===== src/rtl/ssbm_pkg.sv =====
// Shared types and constants for the surface sample best-match block.
package ssbm_pkg;
  localparam int Entries = 256;
  localparam int IdxW = $clog2(Entries);
  localparam int CntW = IdxW + 1;
  localparam int EntryW = 160;

  localparam logic [1:0] MODE_CLEAR = 2'd0;
  localparam logic [1:0] MODE_LOAD  = 2'd1;
  localparam logic [1:0] MODE_QUERY = 2'd2;

  typedef struct packed {
    logic [1:0]         mode;
    logic [15:0]        owner_id;
    logic signed [15:0] pos_x;
    logic signed [15:0] pos_y;
    logic signed [15:0] pos_z;
    logic signed [15:0] norm_x;
    logic signed [15:0] norm_y;
    logic signed [15:0] norm_z;
    logic [15:0]        light_r;
    logic [15:0]        light_g;
    logic [15:0]        light_b;
  } in_item_t;

  typedef struct packed {
    logic        found;
    logic [7:0]  match_index;
    logic [15:0] out_r;
    logic [15:0] out_g;
    logic [15:0] out_b;
  } out_item_t;

  typedef struct packed {
    logic [15:0]        owner;
    logic signed [15:0] px;
    logic signed [15:0] py;
    logic signed [15:0] pz;
    logic signed [15:0] nx;
    logic signed [15:0] ny;
    logic signed [15:0] nz;
    logic [15:0]        lr;
    logic [15:0]        lg;
    logic [15:0]        lb;
  } entry_t;

  // Controller to datapath.
  typedef struct packed {
    logic capture;   // latch the query item
    logic clear;     // empty the table
    logic load;      // write the item at the fill count
    logic rd_en;     // read entry at scan index
    logic scan_rst;  // restart the scan
    logic eval;      // evaluate the entry held in the stage registers
  } ssbm_cmd_t;

  // Datapath to controller.
  typedef struct packed {
    logic full;
    logic scan_last;  // scan index is the last loaded entry
    logic empty;
  } ssbm_sts_t;
endpackage


===== src/rtl/ssbm_ctrl.sv =====
// Controller: accepts items, sequences the table scan and holds the result.
module ssbm_ctrl (
  input  logic                clk,
  input  logic                rst_n,
  input  logic                in_valid,
  output logic                in_ready,
  input  logic [1:0]          in_mode,
  output logic                out_valid,
  input  logic                out_ready,
  output ssbm_pkg::ssbm_cmd_t cmd,
  input  ssbm_pkg::ssbm_sts_t sts
);
  import ssbm_pkg::*;

  typedef enum logic [2:0] {S_IDLE, S_SCAN, S_DRAIN1, S_DRAIN2, S_DONE} state_t;
  state_t state_r, state_nxt;
  logic   out_valid_r, out_valid_nxt;
  logic   acc;

  // A new item waits while a query is in progress or a previous result still holds the output.
  assign in_ready  = (state_r == S_IDLE) && !out_valid_r;
  assign out_valid = out_valid_r;
  assign acc       = in_valid && in_ready;

  always_comb begin
    state_nxt     = state_r;
    out_valid_nxt = out_valid_r && !out_ready;
    cmd           = '0;
    unique case (state_r)
      S_IDLE: begin
        if (acc) begin
          cmd.capture  = 1'b1;
          cmd.scan_rst = 1'b1;
          cmd.clear    = (in_mode == MODE_CLEAR);
          cmd.load     = (in_mode == MODE_LOAD);
          if (in_mode == MODE_QUERY) begin
            state_nxt = sts.empty ? S_DRAIN1 : S_SCAN;
          end
        end
      end
      S_SCAN: begin
        cmd.rd_en = 1'b1;
        cmd.eval  = 1'b1;
        if (sts.scan_last) begin
          state_nxt = S_DRAIN1;
        end
      end
      S_DRAIN1: begin
        cmd.eval  = 1'b1;
        state_nxt = S_DRAIN2;
      end
      S_DRAIN2: begin
        cmd.eval  = 1'b1;
        state_nxt = S_DONE;
      end
      S_DONE: begin
        out_valid_nxt = 1'b1;
        state_nxt     = S_IDLE;
      end
      default: state_nxt = S_IDLE;
    endcase
  end

  always_ff @(posedge clk) begin
    if (!rst_n) begin
      state_r     <= S_IDLE;
      out_valid_r <= 1'b0;
    end else begin
      state_r     <= state_nxt;
      out_valid_r <= out_valid_nxt;
    end
  end

  a_no_accept_busy: assert property (@(posedge clk) disable iff (!rst_n)
    (state_r != S_IDLE) |-> !in_ready) else $error("accepted while scanning");
  a_done_result: assert property (@(posedge clk) disable iff (!rst_n)
    (state_r == S_DONE) |=> out_valid_r) else $error("query gave no result");
  a_scan_read: assert property (@(posedge clk) disable iff (!rst_n)
    (state_r == S_SCAN) |-> cmd.rd_en) else $error("scan without read");
endmodule


===== config.mk =====
export PLATFORM = sky130hd
export DESIGN_NAME = ssbm_ctrl
export DESIGN_NICKNAME = d
export VERILOG_FILES = /design/src/rtl/ssbm_pkg.sv /design/src/rtl/ssbm_ctrl.sv
export SDC_FILE = /design/constraint.sdc
export NUM_CORES = 1
export LEC_CHECK = 0
export BUFFER_PORTS_ARGS = -buffer_cell sky130_fd_sc_hd__buf_2
export CAP_MARGIN = 10
export CORE_AREA = 2 2 39 41
export CTS_BUF_LIST = sky130_fd_sc_hd__clkbuf_4 sky130_fd_sc_hd__clkbuf_8
export DETAILED_ROUTE_END_ITERATION = 8
export DIE_AREA = 0 0 41 43
export PLACE_DENSITY_LB_ADDON = 0.25
export SLEW_MARGIN = 15
export SYNTH_ARGS = -nofsm -noshare
export SYNTH_HDL_FRONTEND = slang
export SYNTH_SLANG_ARGS = --single-unit

===== constraint.sdc =====
create_clock -name clk -period 1.35 [get_ports clk]
set_input_delay 0 -clock clk [delete_from_list [all_inputs] [get_ports clk]]
set_output_delay 0 -clock clk [all_outputs]
set_load 0.02 [all_outputs]

==> impl_metrics.toml, run 1 <==
[sta]
fin_skew_ps = 0.634
hold_slack_ps = 57.0
setup_violations = 1
setup_tns_ps = -8.29
hold_viol = 0
relSlewSlack_pct = 76.9
period_minus_slack_ps = 1360
setup_ws_ps = -8.29
max_freq_mhz = 736
maxSlewViolCount = 0
worst_pin_slew_ps = 346
period_share_pct = 101
rsz0062_at_grt = "true"

[route]
dr.pass1.iters = 1
drt_wl_total_um = 639
wl_met3_um = 28
drt-initial-drc-count = 0
num_vias = 283
wl_met2_um = 296
routedWlPerCell_um = 9.54
m1WireLength_um = 315
via_per_inst = 4.22
top_layer = "met3"
ant_nets = 0
drt_drc_violations_left = 0

[power]
switchingPower_mw = 0.104
p_int_mw = 0.262
leakagePower_nw = 0.198
seqPwrFrac_pct = 33.4
vdd.ir_drop.worst_v = 0.000316
pwr-share-comb_pct = 27.2
p_per_area_mw_per_mm2 = 868
pwr-share-clk_pct = 39.4
swShare_pct = 28.4

[clocking]
h-tree-depth = 1
clock_latency_ps = 230
clock_path_buffers = 2
clkSinkCount = 4
cts_buffers = 3
root_buffer = "clkbuf_4"
cts.clk_slew.worst_paths_ps = 40
cts_tree = "done"

[setup_path]
r2r_cells = 3
slowest_stage = "or3_4"
crit-reg2reg-launch = "out_valid"
required_ps = 1350
max_stage_delay_ps = 430
crit_path_end_kind = "output pin"
cp_max_fo = 5
worstSetupStartpointType = "flip-flop"
critPathKind = "reg -> out"
worstPathArrival_ps = 1360
r2r_setup_slack_ps = 190
r2r_end = "state_r[1]"
path_cells = "or3_4 -> nor4_4 -> buf_4"

[global_routing]
grt_max_degree = 8
grt_pass1_wl_um = 966
antenna_found_initial = 0
grt_pass1_vias = 246
grt_use_total_pct = 8.63
grt.overflow.total = 0

[status]
violations = "negative setup slack"
status = "finished, violations left"

[logic_synthesis]
synth.net_count = 40
synthMuxAreaShare_pct = 0
yosys.area_share.adder_pct = 0
seq_area_frac_synth_pct = 31.8
synth_cell_types = 17
synth-seq-cells = 4
synth_area_sq_um = 251
synth_compound_area_share_pct = 20.4
synth-simple-area-share_pct = 37.3
yosys_warnings = 0
avgSynthCellArea_sq_um = 8.11
netlist_instances = 31
synth_top_family_by_area = "simple AND/OR/NAND/NOR gates"
synth_xor_area_share_pct = 0

[hold_path]
hp-class = "in -> reg"
hold_end = "state_r[0]"
hold_start = "sts[0]"
hold_depth = 3

[floorplan]
start_util_pct = 18.2
die_h_um = 43
dieWidth_um = 41
io_pins = 17
dieArea_sq_mm = 0.00176
coreArea_sq_mm = 0.00138
fp-row-count = 14

[finish]
drive_gt1_share_pct = 49.0
antenna_cells = 0
area_growth_pct = 67.7
seqCellArea_sq_um = 83.8
finalNetCount = 62
n_fill_cell = 152
multiInputGateArea_sq_um = 175

[placement]
place_hpwl_um = 471
pre_cts_ws_ps = 177
place.gp.congestion = 0.646
port_buffers = 15

[flow_run]
max_cap_viol_count = 0
-- synthesized netlist by cell type --
library cell,n,area (sq um)
inv_1,2,7.51
nand2b_1,2,12.5
nand2_1,1,3.75
nor3_1,2,10.0
or3_4,1,11.3
nor2_1,5,18.8
buf_4,1,7.51
nor2b_1,2,12.5
nor4_1,2,12.5
a211oi_1,1,7.51
a2111oi_1,1,10.0
a211o_1,1,8.76
and4bb_1,1,12.5
a21oi_1,2,10.0
o21a_1,2,15.0
buf_6,1,11.3
dfxtp_1,4,80.1
-- cell families after synthesis --
| family | Yosys count |
|---|---|
| AO/OA/AOI/OAI | 7 |
| buffers and inverters | 4 |
| flip-flops | 4 |
| AND/OR/NAND/NOR | 16 |
-- final cells by class --
| type | count | share of cell area, % |
|---|---|---|
| Inverter | 2 | 1.78 |
| Timing Repair Buffer | 19 | 26.7 |
| Tap cell | 16 | 4.75 |
| Clock buffer | 3 | 5.34 |
| Sequential cell | 4 | 19.9 |
| Multi-Input combinational cell | 23 | 41.5 |
-- metrics by stage --
| stage | util [%] | instances | total power, mW | cell area [sq um] |
|---|---|---|---|---|
| after floorplan | - | 31 | 0.181 | 251 |
| after global placement | 24.8 | 62 | 0.208 | 343 |
| after detailed placement | 24.8 | 62 | 0.208 | 343 |
| after CTS | 28.4 | 67 | 0.366 | 393 |
| after global routing | 30.5 | 67 | 0.397 | 422 |
| final | 30.5 | 67 | 0.366 | 422 |
-- how the worst max path moves through the flow --
stage | from | to | slack [ps]
after floorplan | state_r[1] | cmd[3] | -150
after global placement | state_r[0] | cmd[3] | 180
after detailed placement | out_valid | state_r[1] | 180
after CTS | state_r[1] | cmd[4] | -30
after global routing | state_r[1] | cmd[4] | -60
final | state_r[1] | cmd[3] | -8
-- power by group through the flow --
stage               combinational (mW)  sequential [mW]  clock [mW]
floorplan                       0.0550            0.126           0
global placement                0.0811            0.127           0
detailed placement              0.0810            0.127           0
CTS                             0.0893            0.122       0.155
global route                     0.108            0.122       0.168
finish                          0.0997            0.122       0.144
-- flip-flops by register name (all words and copies together) (netlist names) --
| name | flops |
|---|---|
| state_r | 3 |
| out_valid | 1 |
-- what timing repair did --
item,CTS,global route
setup endpoints to repair,2,2
buffers inserted,1,0
hold endpoints to repair,1,0
hold buffers,1,0
resized for setup,3,5
-- per-layer routing --
layer  up-vias  global-route usage [%]
li1        152                       -
met1       125                    11.5
met2         6                    10.0
met3         0                    3.14
met4         0                    8.00
met5         -                       0
-- cells in the final DEF, fill, tap and decap left out, drive strengths merged, types with 3 or more instances in the layout --
cell	instances
dfxtp	4
buf	18
clkbuf	3
nor2	5
-- critical path: cells and delay by family (launching register included) --
kind                   cells  cell delay [ps]
AND/OR/NAND/NOR            2              650
flip-flops                 1              300
buffers and inverters      1              180
Note: power is estimated with default switching activity, not from simulation.
==> inputs of run 2 (changes only) <==
--- a/config.mk
+++ b/config.mk
@@ -11,6 +11,7 @@
 export CTS_BUF_LIST = sky130_fd_sc_hd__clkbuf_4 sky130_fd_sc_hd__clkbuf_8
 export DETAILED_ROUTE_END_ITERATION = 8
 export DIE_AREA = 0 0 41 43
+export GPL_TIMING_DRIVEN = 0
 export PLACE_DENSITY_LB_ADDON = 0.25
 export SLEW_MARGIN = 15
 export SYNTH_ARGS = -nofsm -noshare
==> impl_metrics.toml, run 2 (synthesis gave the netlist of run 1 again) <==
[global_routing]
grt_use_total_pct = 8.73
grt_pass1_wl_um = 993
grt_pass1_vias = 258
grt_max_degree = 9
grt.overflow.total = 0
antenna_found_initial = 0

[power]
leakagePower_nw = 0.197
power_mw = 0.360
p_per_area_mw_per_mm2 = 881
vdd.ir_drop.worst_v = 0.000386

[sta]
setup_violations = 3
relSlewSlack_pct = 79.2
setup_tns_ps = -125
period_minus_slack_ps = 1410
fin_skew_ps = 1.58
rsz0062_at_grt = "true"
max_freq_mhz = 707
setup_ws_ps = -64.7
maxSlewViolCount = 0
hold_slack_ps = 58.0
hold_viol = 0
worst_pin_slew_ps = 311
period_share_pct = 105

[clocking]
root_buffer = "clkbuf_4"
clkSinkCount = 4
cts.clk_slew.worst_paths_ps = 40
clock_path_buffers = 2
h-tree-depth = 1
cts_tree = "done"
clock_latency_ps = 230
cts_buffers = 3

[floorplan]
die_h_um = 43
start_util_pct = 18.2
dieWidth_um = 41
dieArea_sq_mm = 0.00176
io_pins = 17
fp-row-count = 14
coreArea_sq_mm = 0.00138

[route]
drt-initial-drc-count = 2
routedWlPerCell_um = 9.16
dr.pass1.iters = 3
drt_wl_total_um = 614
drt_drc_violations_left = 0
ant_nets = 0
via_per_inst = 4.34
num_vias = 291

[finish]
fin_area_sq_um = 409
finalNonFillerCells = 67
layout_common_cells = "buf_2 (14), nor2_1 (4), buf_4 (4), clkbuf_4 (3)"
drive_gt1_share_pct = 54.9
top_register = "state_r"
antenna_cells = 0
finalNetCount = 62
largest_register_ffs = 3
final_util_pct = 29.6
area_growth_pct = 62.7
final_common_cell = "buf_2"

[placement]
dp_cells = 62
pre_cts_ws_ps = 97.1
place.gp.congestion = 0.690
placed_area_sq_um = 347
port_buffers = 15

[setup_path]
worstPathArrival_ps = 1410
worstSetupStartpointType = "flip-flop"
cp_max_fo = 5
critPathKind = "reg -> out"
crit_path_end_kind = "output pin"
required_ps = 1350

[status]
violations = "negative setup slack"
status = "finished, violations left"

[hold_path]
hp-class = "in -> reg"

[flow_run]
max_cap_viol_count = 0
run 2: cell types whose count changed in the layout (fill, tap and decap cells not counted):
cell,before,now
nor4_2,0,2
dfxtp_1,3,1
buf_4,5,4
nor2_1,5,4
dfxtp_2,0,1
nor4_4,2,0
buf_2,13,14
nor2_2,0,1
dfxtp_4,1,2
run 2: path summary, 6_finish.rpt:
kind | from | end | slack, ps | depth (start not counted)
min | sts[0] | state_r[0] | 60 | 3
max | state_r[1] | cmd[4] | -60 | 3
max reg2reg | out_valid | state_r[1] | 200 | 3
min reg2reg | state_r[0] | state_r[2] | 490 | 2
run 2: per-layer routing:
layer	part of all wire (%)	track usage, %	vias up
li1	-	-	151
met2	49	11.6	8
met1	43	9.94	130
met3	5.5	2.09	2
met5	0	0	-
met4	2.8	10.0	0
run 2: repair_timing:
action | in CTS | in global routing
resized for setup | 5 | 4
endpoints found under the hold margin | 1 | 0
hold buffers | 1 | 0
setup endpoints to repair | 4 | 4
setup buffers | 2 | 0
pin swaps | 2 | 2
run 2: where the power goes:
group          switching, mW  total, mW  internal, mW
clock network         0.0462      0.145        0.0992
registers            0.00361      0.123         0.119
logic                 0.0508     0.0924        0.0417
total                  0.101      0.360         0.260
run 2: cell type report:
cell class                 count  area (sq um)
buffer                         1          7.51
clock buffer                   3          22.5
fill                         151           975
inverter                       2          7.51
multi-input combinational     23           160
sequential                     4          88.8
tap                           16          20.0
timing repair buffer          18           103
run 2: critical path, stage by stage, from the launching register on:
cell,delay (ps)
dfxtp_4,330
or3_4,420
nor4_2,230
buf_2,200
